<file path="config.mk">
export PLATFORM = sky130hd
export DESIGN_NAME = wfmw_nbr
export DESIGN_NICKNAME = d
export VERILOG_FILES = /design/src/sv/wfmw_pkg.sv /design/src/sv/wfmw_nbr.sv
export SDC_FILE = /design/constraint.sdc
export NUM_CORES = 1
export LEC_CHECK = 0
export BUFFER_PORTS_ARGS = -buffer_cell sky130_fd_sc_hd__buf_2
export CORE_ASPECT_RATIO = 0.8
export CORE_MARGIN = 2
export CORE_UTILIZATION = 34
export DETAILED_ROUTE_END_ITERATION = 16
export RECOVER_POWER = 100
export SKIP_LAST_GASP = 1
export SYNTH_ARGS = -nofsm -noshare
export SYNTH_HDL_FRONTEND = slang
export SYNTH_SLANG_ARGS = --single-unit
export TNS_END_PERCENT = 50
</file>
<file path="constraint.sdc">
create_clock -name vclk -period 2.75
set_input_delay 0.1375 -clock vclk [all_inputs]
set_output_delay 0.1375 -clock vclk [all_outputs]
set_load 0.01 [all_outputs]
</file>
<file path="src/sv/wfmw_pkg.sv">
`timescale 1ns / 1ps
`default_nettype none

package wfmw_pkg;

   localparam int MODE_W   = 2;
   localparam int COORD_W  = 7;
   localparam int PIDX_W   = 14;
   localparam int LEN_W    = 14;
   localparam int CNT_W    = LEN_W + 1;
   localparam int GRID_W   = 8;
   localparam int NSIZE_W  = GRID_W + 1;
   localparam int CSR_IDX_W = 1;
   localparam int CSR_DATA_W = 14;

   typedef logic [MODE_W-1:0] mode_type;
   typedef logic [1:0]        dir_type;

   localparam mode_type MODE_WRITE = 2'd0;
   localparam mode_type MODE_WALK  = 2'd1;
   localparam mode_type MODE_READ  = 2'd2;

   localparam dir_type DIR_N = 2'd0;
   localparam dir_type DIR_W = 2'd1;
   localparam dir_type DIR_S = 2'd2;
   localparam dir_type DIR_E = 2'd3;

   localparam logic [CSR_IDX_W-1:0] REG_GRID_SIZE  = 1'd0;
   localparam logic [CSR_IDX_W-1:0] REG_MOVE_LIMIT = 1'd1;

   localparam logic [GRID_W-1:0] GRID_SIZE_RESET  = 8'd128;
   localparam logic [LEN_W-1:0]  MOVE_LIMIT_RESET = 14'd10000;

   typedef enum logic [2:0] {
      ST_IDLE,
      ST_PREAD,
      ST_END,
      ST_LEFT,
      ST_TRY,
      ST_MOVE,
      ST_RESP
   } state_type;

endpackage

`default_nettype wire

</file>
<file path="src/sv/wfmw_nbr.sv">
`timescale 1ns / 1ps
`default_nettype none

// Neighbor cell of (row, col) in direction dir: next coordinates, cell
// address, and whether it falls outside the grid in use.
module wfmw_nbr #(
   parameter int GRID_SIDE = 128,
   localparam int CW = ($clog2(GRID_SIDE) > wfmw_pkg::COORD_W) ?
                       $clog2(GRID_SIDE) : wfmw_pkg::COORD_W,
   localparam int AW = $clog2(GRID_SIDE * GRID_SIDE)
) (
   input  wire logic [CW-1:0]                row,
   input  wire logic [CW-1:0]                col,
   input  wire wfmw_pkg::dir_type            dir,
   input  wire logic [wfmw_pkg::NSIZE_W-1:0] n,
   output logic      [CW-1:0]                nrow,
   output logic      [CW-1:0]                ncol,
   output logic      [AW-1:0]                addr,
   output logic                              oob
);
   import wfmw_pkg::*;

   logic [CW:0] r_ext;
   logic [CW:0] c_ext;
   logic        under;

   always_comb begin
      r_ext = {1'b0, row};
      c_ext = {1'b0, col};
      under = 1'b0;
      case (dir)
         DIR_N: begin
            under = (row == '0);
            r_ext = {1'b0, row} - (CW+1)'(1);
         end
         DIR_S: r_ext = {1'b0, row} + (CW+1)'(1);
         DIR_W: begin
            under = (col == '0);
            c_ext = {1'b0, col} - (CW+1)'(1);
         end
         DIR_E: c_ext = {1'b0, col} + (CW+1)'(1);
         default: ;
      endcase
      oob  = under || (32'(r_ext) >= 32'(n)) || (32'(c_ext) >= 32'(n));
      nrow = r_ext[CW-1:0];
      ncol = c_ext[CW-1:0];
      addr = AW'(32'(r_ext[CW-1:0]) * GRID_SIDE + 32'(c_ext[CW-1:0]));
   end

endmodule

`default_nettype wire
</file>
==> flow_metrics.tcl, run 1 <==
set metrics [dict create \
    layout_common_cells "buf_2, buf_4, ha_1, inv_1, nand2_1" \
    worst_pin_slew_ns 0.3393 \
    antenna_found_initial 0 \
    grt.overflow.total 0 \
    ctsHoldBuffers 0 \
    final_net_count 298 \
    initialDrtViolationCount 53 \
    portBuffers 54 \
    p_leak_nw 0.9408 \
    drive_gt1_frac 0.4917 \
    ys_seq_area_frac 0 \
    die_h_um 56.94 \
    gp_congestion 0.8631 \
    nFillCells 338 \
    avgSynthCellArea_um2 7.263 \
    syn-num-nets 220 \
    viasPerCell 4.926 \
    fmax_ghz 0.3571 \
    slew_violations 0 \
    setup_violations 1 \
    violations "negative setup slack" \
    fp.coreArea_um2 3400 \
    fp.dieW_um 70.18 \
    peakVddDrop_uv 124.0 \
    crit_cells 14 \
    io_pins 54 \
    cpMaxStageDelayCell "or4_4" \
    n_clock_buffer 0 \
    ant_nets 0 \
    crit_family "simple AND/OR/NAND/NOR gates" \
    worstPathMaxFanout 6 \
    endpoint_kind "primary output" \
    final.setup.worst_slack_ns -0.05071 \
    crit_type "input pin to primary output" \
    power_mw 0.4866 \
    num_rows 19 \
    drcViolationCount 0 \
    vias 1389 \
    mostFrequentLayoutCell "buf_2" \
    period_share 1.018 \
    cp_data_required_time_ns 2.61 \
    finalHoldViolCount 0 \
    grt_pass1_wl_um 5457 \
    rsz0062_at_grt "yes" \
    diodes 0 \
    grt_max_degree 23 \
    slew_headroom 0.7717 \
    nFlopsAndLatches 0 \
    first_pass_iters 4 \
    max_stage_delay_ns 0.49 \
    syn_inst 164 \
    crit_end "oob" \
    mappedNetlistArea_um2 1191 \
    dieArea_um2 3996 \
    grt_use_total 0.1602 \
    hpwl_um 2822 \
    worstHoldPathType "input pin to primary output" \
    drv_cap 0 \
    place_area_um2 1763 \
    regArea_um2 0 \
    power.density_nw_per_um2 258.2 \
    path_buf_inv 3 \
    period_needed_ns 2.801 \
    status "complete, but fails checks" \
    initial_core_util 0.3504 \
    wl_um 3312 \
    crit_chain "buf_12 > nand2_8 > inv_1 > fa_2 > nor2b_1 > o31a_1 > o21ai_2 > nand4b_1 > o311ai_4 > ha_1 > a211oi_2 > a31oi_1 > or4_4 > buf_6" \
    ys_types 30 \
    wl_per_cell_um 11.74 \
    fin_area_um2 1884 \
    grt_pass1_vias 1210 \
    crit_arrival_ns 2.66 \
    areaGrowthSynthToFinish_pct 58.19 \
    cp-start-kind "input pin" \
    cp-startpoint "dir[0]" \
    yosys_warnings 0 \
]
## cell families after synthesis
group                    synth area share
AND/OR/NAND/NOR                    0.1723
AO/OA/AOI/OAI                      0.2321
multiplexers                      0.02836
XOR/XNOR                          0.08088
buffers and inverters              0.1481
adder cells (fa/ha/maj)            0.3382
## per-stage QoR
stage	TNS (ns)	utilization	hold slack [ns]	cells	setup WS (ns)
2_1_floorplan	-0.02382	-	0.3746	164	-0.02382
3_3_place_gp	-0.2045	0.5186	0.6998	278	-0.2045
3_5_place_dp	-0.2361	0.5186	0.7041	278	-0.2361
4_1_cts	-0.08033	0.5477	0.7063	282	-0.08033
5_1_grt	-0.1763	0.5543	0.7343	282	-0.1763
6_report	-0.05071	0.5543	0.6983	282	-0.05071
## cell type report
type,count,area (um^2),area share
inverter,16,67.56,0.03586
multi-input combinational,131,1180,0.6262
tap,42,52.55,0.02789
timing repair buffer,93,584.3,0.3101
## worst min path at each step
stage           start  endpoint  slack [ns]  cells after the start
5_1_grt        col[3]   ncol[3]        0.73                      3
2_1_floorplan  row[0]   addr[7]        0.37                      1
6_report       col[3]   ncol[3]        0.70                      3
4_1_cts        col[3]   addr[3]        0.71                      3
3_5_place_dp   col[3]   ncol[3]        0.70                      3
3_3_place_gp   col[3]   ncol[3]        0.70                      3
## per-layer routing
| layer | GRT usage | part of all wire | vias up |
|---|---|---|---|
| met2 | 0.2585 | 0.44 | 40 |
| met5 | 0 | 0 | - |
| met3 | 0 | 0.038 | 2 |
| met4 | 0 | 0.0024 | 0 |
| met1 | 0.2564 | 0.52 | 610 |
| li1 | - | - | 737 |
## synthesized netlist by cell type (all sizes together) (2+ instances only)
master | n | area, um^2
nand3 | 2 | 10.01
a31oi | 2 | 12.51
mux2 | 3 | 33.78
o211ai | 2 | 15.01
o311ai | 2 | 17.52
nand2 | 16 | 60.06
nand4b | 3 | 26.28
o2111ai | 2 | 17.52
ha | 29 | 362.9
nor4 | 4 | 25.02
xor2 | 4 | 35.03
a21o | 3 | 22.52
nor2 | 9 | 33.78
fa | 2 | 40.04
o21a | 2 | 15.01
nor2b | 3 | 18.77
xnor2 | 7 | 61.31
o21ai | 10 | 50.05
clkbuf | 3 | 11.26
a21oi | 14 | 70.07
inv | 16 | 60.06
buf | 14 | 105.1
a211oi | 4 | 30.03
nand2b | 2 | 12.51
## power by group
group	internal, mW	leakage [nW]	switching [mW]
logic	0.251	0.941	0.236
clock network	0	0	0
registers	0	0	0
## timing repair
| item | 4_1_cts | 5_1_grt |
|---|---|---|
| setup buffers | 4 | 0 |
| gates resized for setup | 13 | 9 |
| pin swaps | 19 | 11 |
| endpoints found under the setup margin | 1 | 1 |
No activity file was read; power rests on OpenSTA's default activity.
==> run 2, diff against run 1 <==
==> constraint.sdc (replaced) <==
create_clock -name vclk -period 2.75
set_input_delay 0.4125 -clock vclk [all_inputs]
set_output_delay 0.4125 -clock vclk [all_outputs]
set_load 0.01 [all_outputs]
==> run 2 against run 1 <==
Compared with the run above: the flow still finishes with violations (negative setup slack); largest cell class unchanged; die area stayed put; wire length is 9.2% higher; worst setup slack lost 0.64 ns; count of clock-buffer cells in the layout unchanged.
==> flow_metrics.tcl, run 2 (synthesis gave the netlist of run 1 again) <==
set metrics [dict create \
    cpMaxStageDelayCell "or4_4" \
    grt_pass1_wl_um 5761 \
    areaGrowthSynthToFinish_pct 72.27 \
    fin_area_um2 2052 \
    status "complete, but fails checks" \
    cp_common_cell "ha_4" \
    grt_use_total 0.1692 \
    slew_headroom 0.7862 \
    finalHoldViolCount 0 \
    diodes 0 \
    route.met3.wl_um 128 \
    ant_nets 0 \
    power.density_nw_per_um2 259.7 \
    initialDrtViolationCount 39 \
    fmax_ghz 0.2903 \
    grt.overflow.total 0 \
    place_area_um2 1868 \
    viasPerCell 4.864 \
    dieArea_um2 3996 \
    cp_data_required_time_ns 2.34 \
    drcViolationCount 0 \
    crit_arrival_ns 3.03 \
    mostFrequentLayoutCell "buf_4" \
    crit_chain "buf_8 > inv_8 > nand2_8 > buf_4 > ha_4 > a21o_1 > a21oi_2 > xor2_1 > o21ai_2 > ha_4 > a21oi_1 > nand2_1 > a211oi_2 > nor2_1 > or4_4 > buf_6" \
    fin_cells 302 \
    peakVddDrop_uv 153.2 \
    first_pass_iters 4 \
    layout_common_cells "buf_4, buf_2, ha_1, inv_1, nand2_1" \
    period_share 1.253 \
    worst_pin_slew_ns 0.3178 \
    slew_violations 0 \
    drive_gt1_frac 0.5462 \
    antenna_found_initial 0 \
    drv_cap 0 \
    path_buf_inv 4 \
    violations "negative setup slack" \
    wl_um 3617 \
    portBuffers 54 \
    wl_met1_um 1801 \
    worstPathMaxFanout 5 \
    gp_congestion 0.8316 \
    initial_core_util 0.3504 \
    n_clock_buffer 0 \
    worstHoldPathType "input pin to primary output" \
    crit_family "compound AO/OA/AOI/OAI gates" \
    final.setup.worst_slack_ns -0.6949 \
    die_h_um 56.94 \
    utilization 0.6036 \
    rsz0062_at_grt "yes" \
    grt_max_degree 23 \
    power_mw 0.5329 \
    crit_type "input pin to primary output" \
    wl_met2_um 1677 \
    p_leak_nw 1.052 \
    final_net_count 318 \
    dp_worst_setup_slack_ns -0.7914 \
    period_needed_ns 3.445 \
    dr.max_layer_used "met4" \
    num_rows 19 \
    wl_per_cell_um 11.98 \
    fp.coreArea_um2 3400 \
    cp-start-kind "input pin" \
    endpoint_kind "primary output" \
    fp.dieW_um 70.18 \
    hpwl_um 2882 \
    regArea_um2 0 \
    dp_cells 292 \
    setup_violations 1 \
    io_pins 54 \
    nFlopsAndLatches 0 \
    vias 1469 \
    max_stage_delay_ns 0.54 \
    grt_pass1_vias 1336 \
]
-- run 2: changes by cell type in the layout (fill, tap and decap cells not counted), sizes merged --
cell,delta
buf,+26
clkbuf,-6
-- run 2: power by group --
group,internal (mW),leakage (nW),total (mW),switching (mW)
clock,0,0,0,0
combinational,0.285,1.05,0.533,0.248
sequential,0,0,0,0
-- run 2: timing repair --
action                     CTS  global route
setup buffers                8             2
gates resized for setup     11             7
hold buffers                 0             0
pin swaps                   16            16
setup endpoints to repair    1             1
-- run 2: final timing paths --
kind,from,cells past startpoint,endpoint,slack (ns)
setup / recovery,dir[0],16,oob,-0.69
hold / removal,n[8],4,oob,1.31
-- run 2: metrics by stage --
stage	TNS (ns)	hold slack [ns]
finish	-0.6949	1.311
global route	-1.005	1.321
CTS	-0.7402	1.303
detailed placement	-0.7914	1.328
global placement	-0.7636	1.324
floorplan	-0.5738	0.9246
-- run 2: routing by layer --
| layer | global-route usage | vias up |
|---|---|---|
| met1 | 0.2513 | 654 |
| met2 | 0.2952 | 39 |
| li1 | - | 774 |
| met4 | 0 | 0 |
| met5 | 0 | - |
| met3 | 0.003534 | 2 |
-- run 2: layout make-up --
cell class                      count  area [um^2]
Fill cell                         320         1348
Multi-Input combinational cell    131         1200
Timing Repair Buffer              113        732.0
Inverter                           16        67.56
Tap cell                           42        52.55
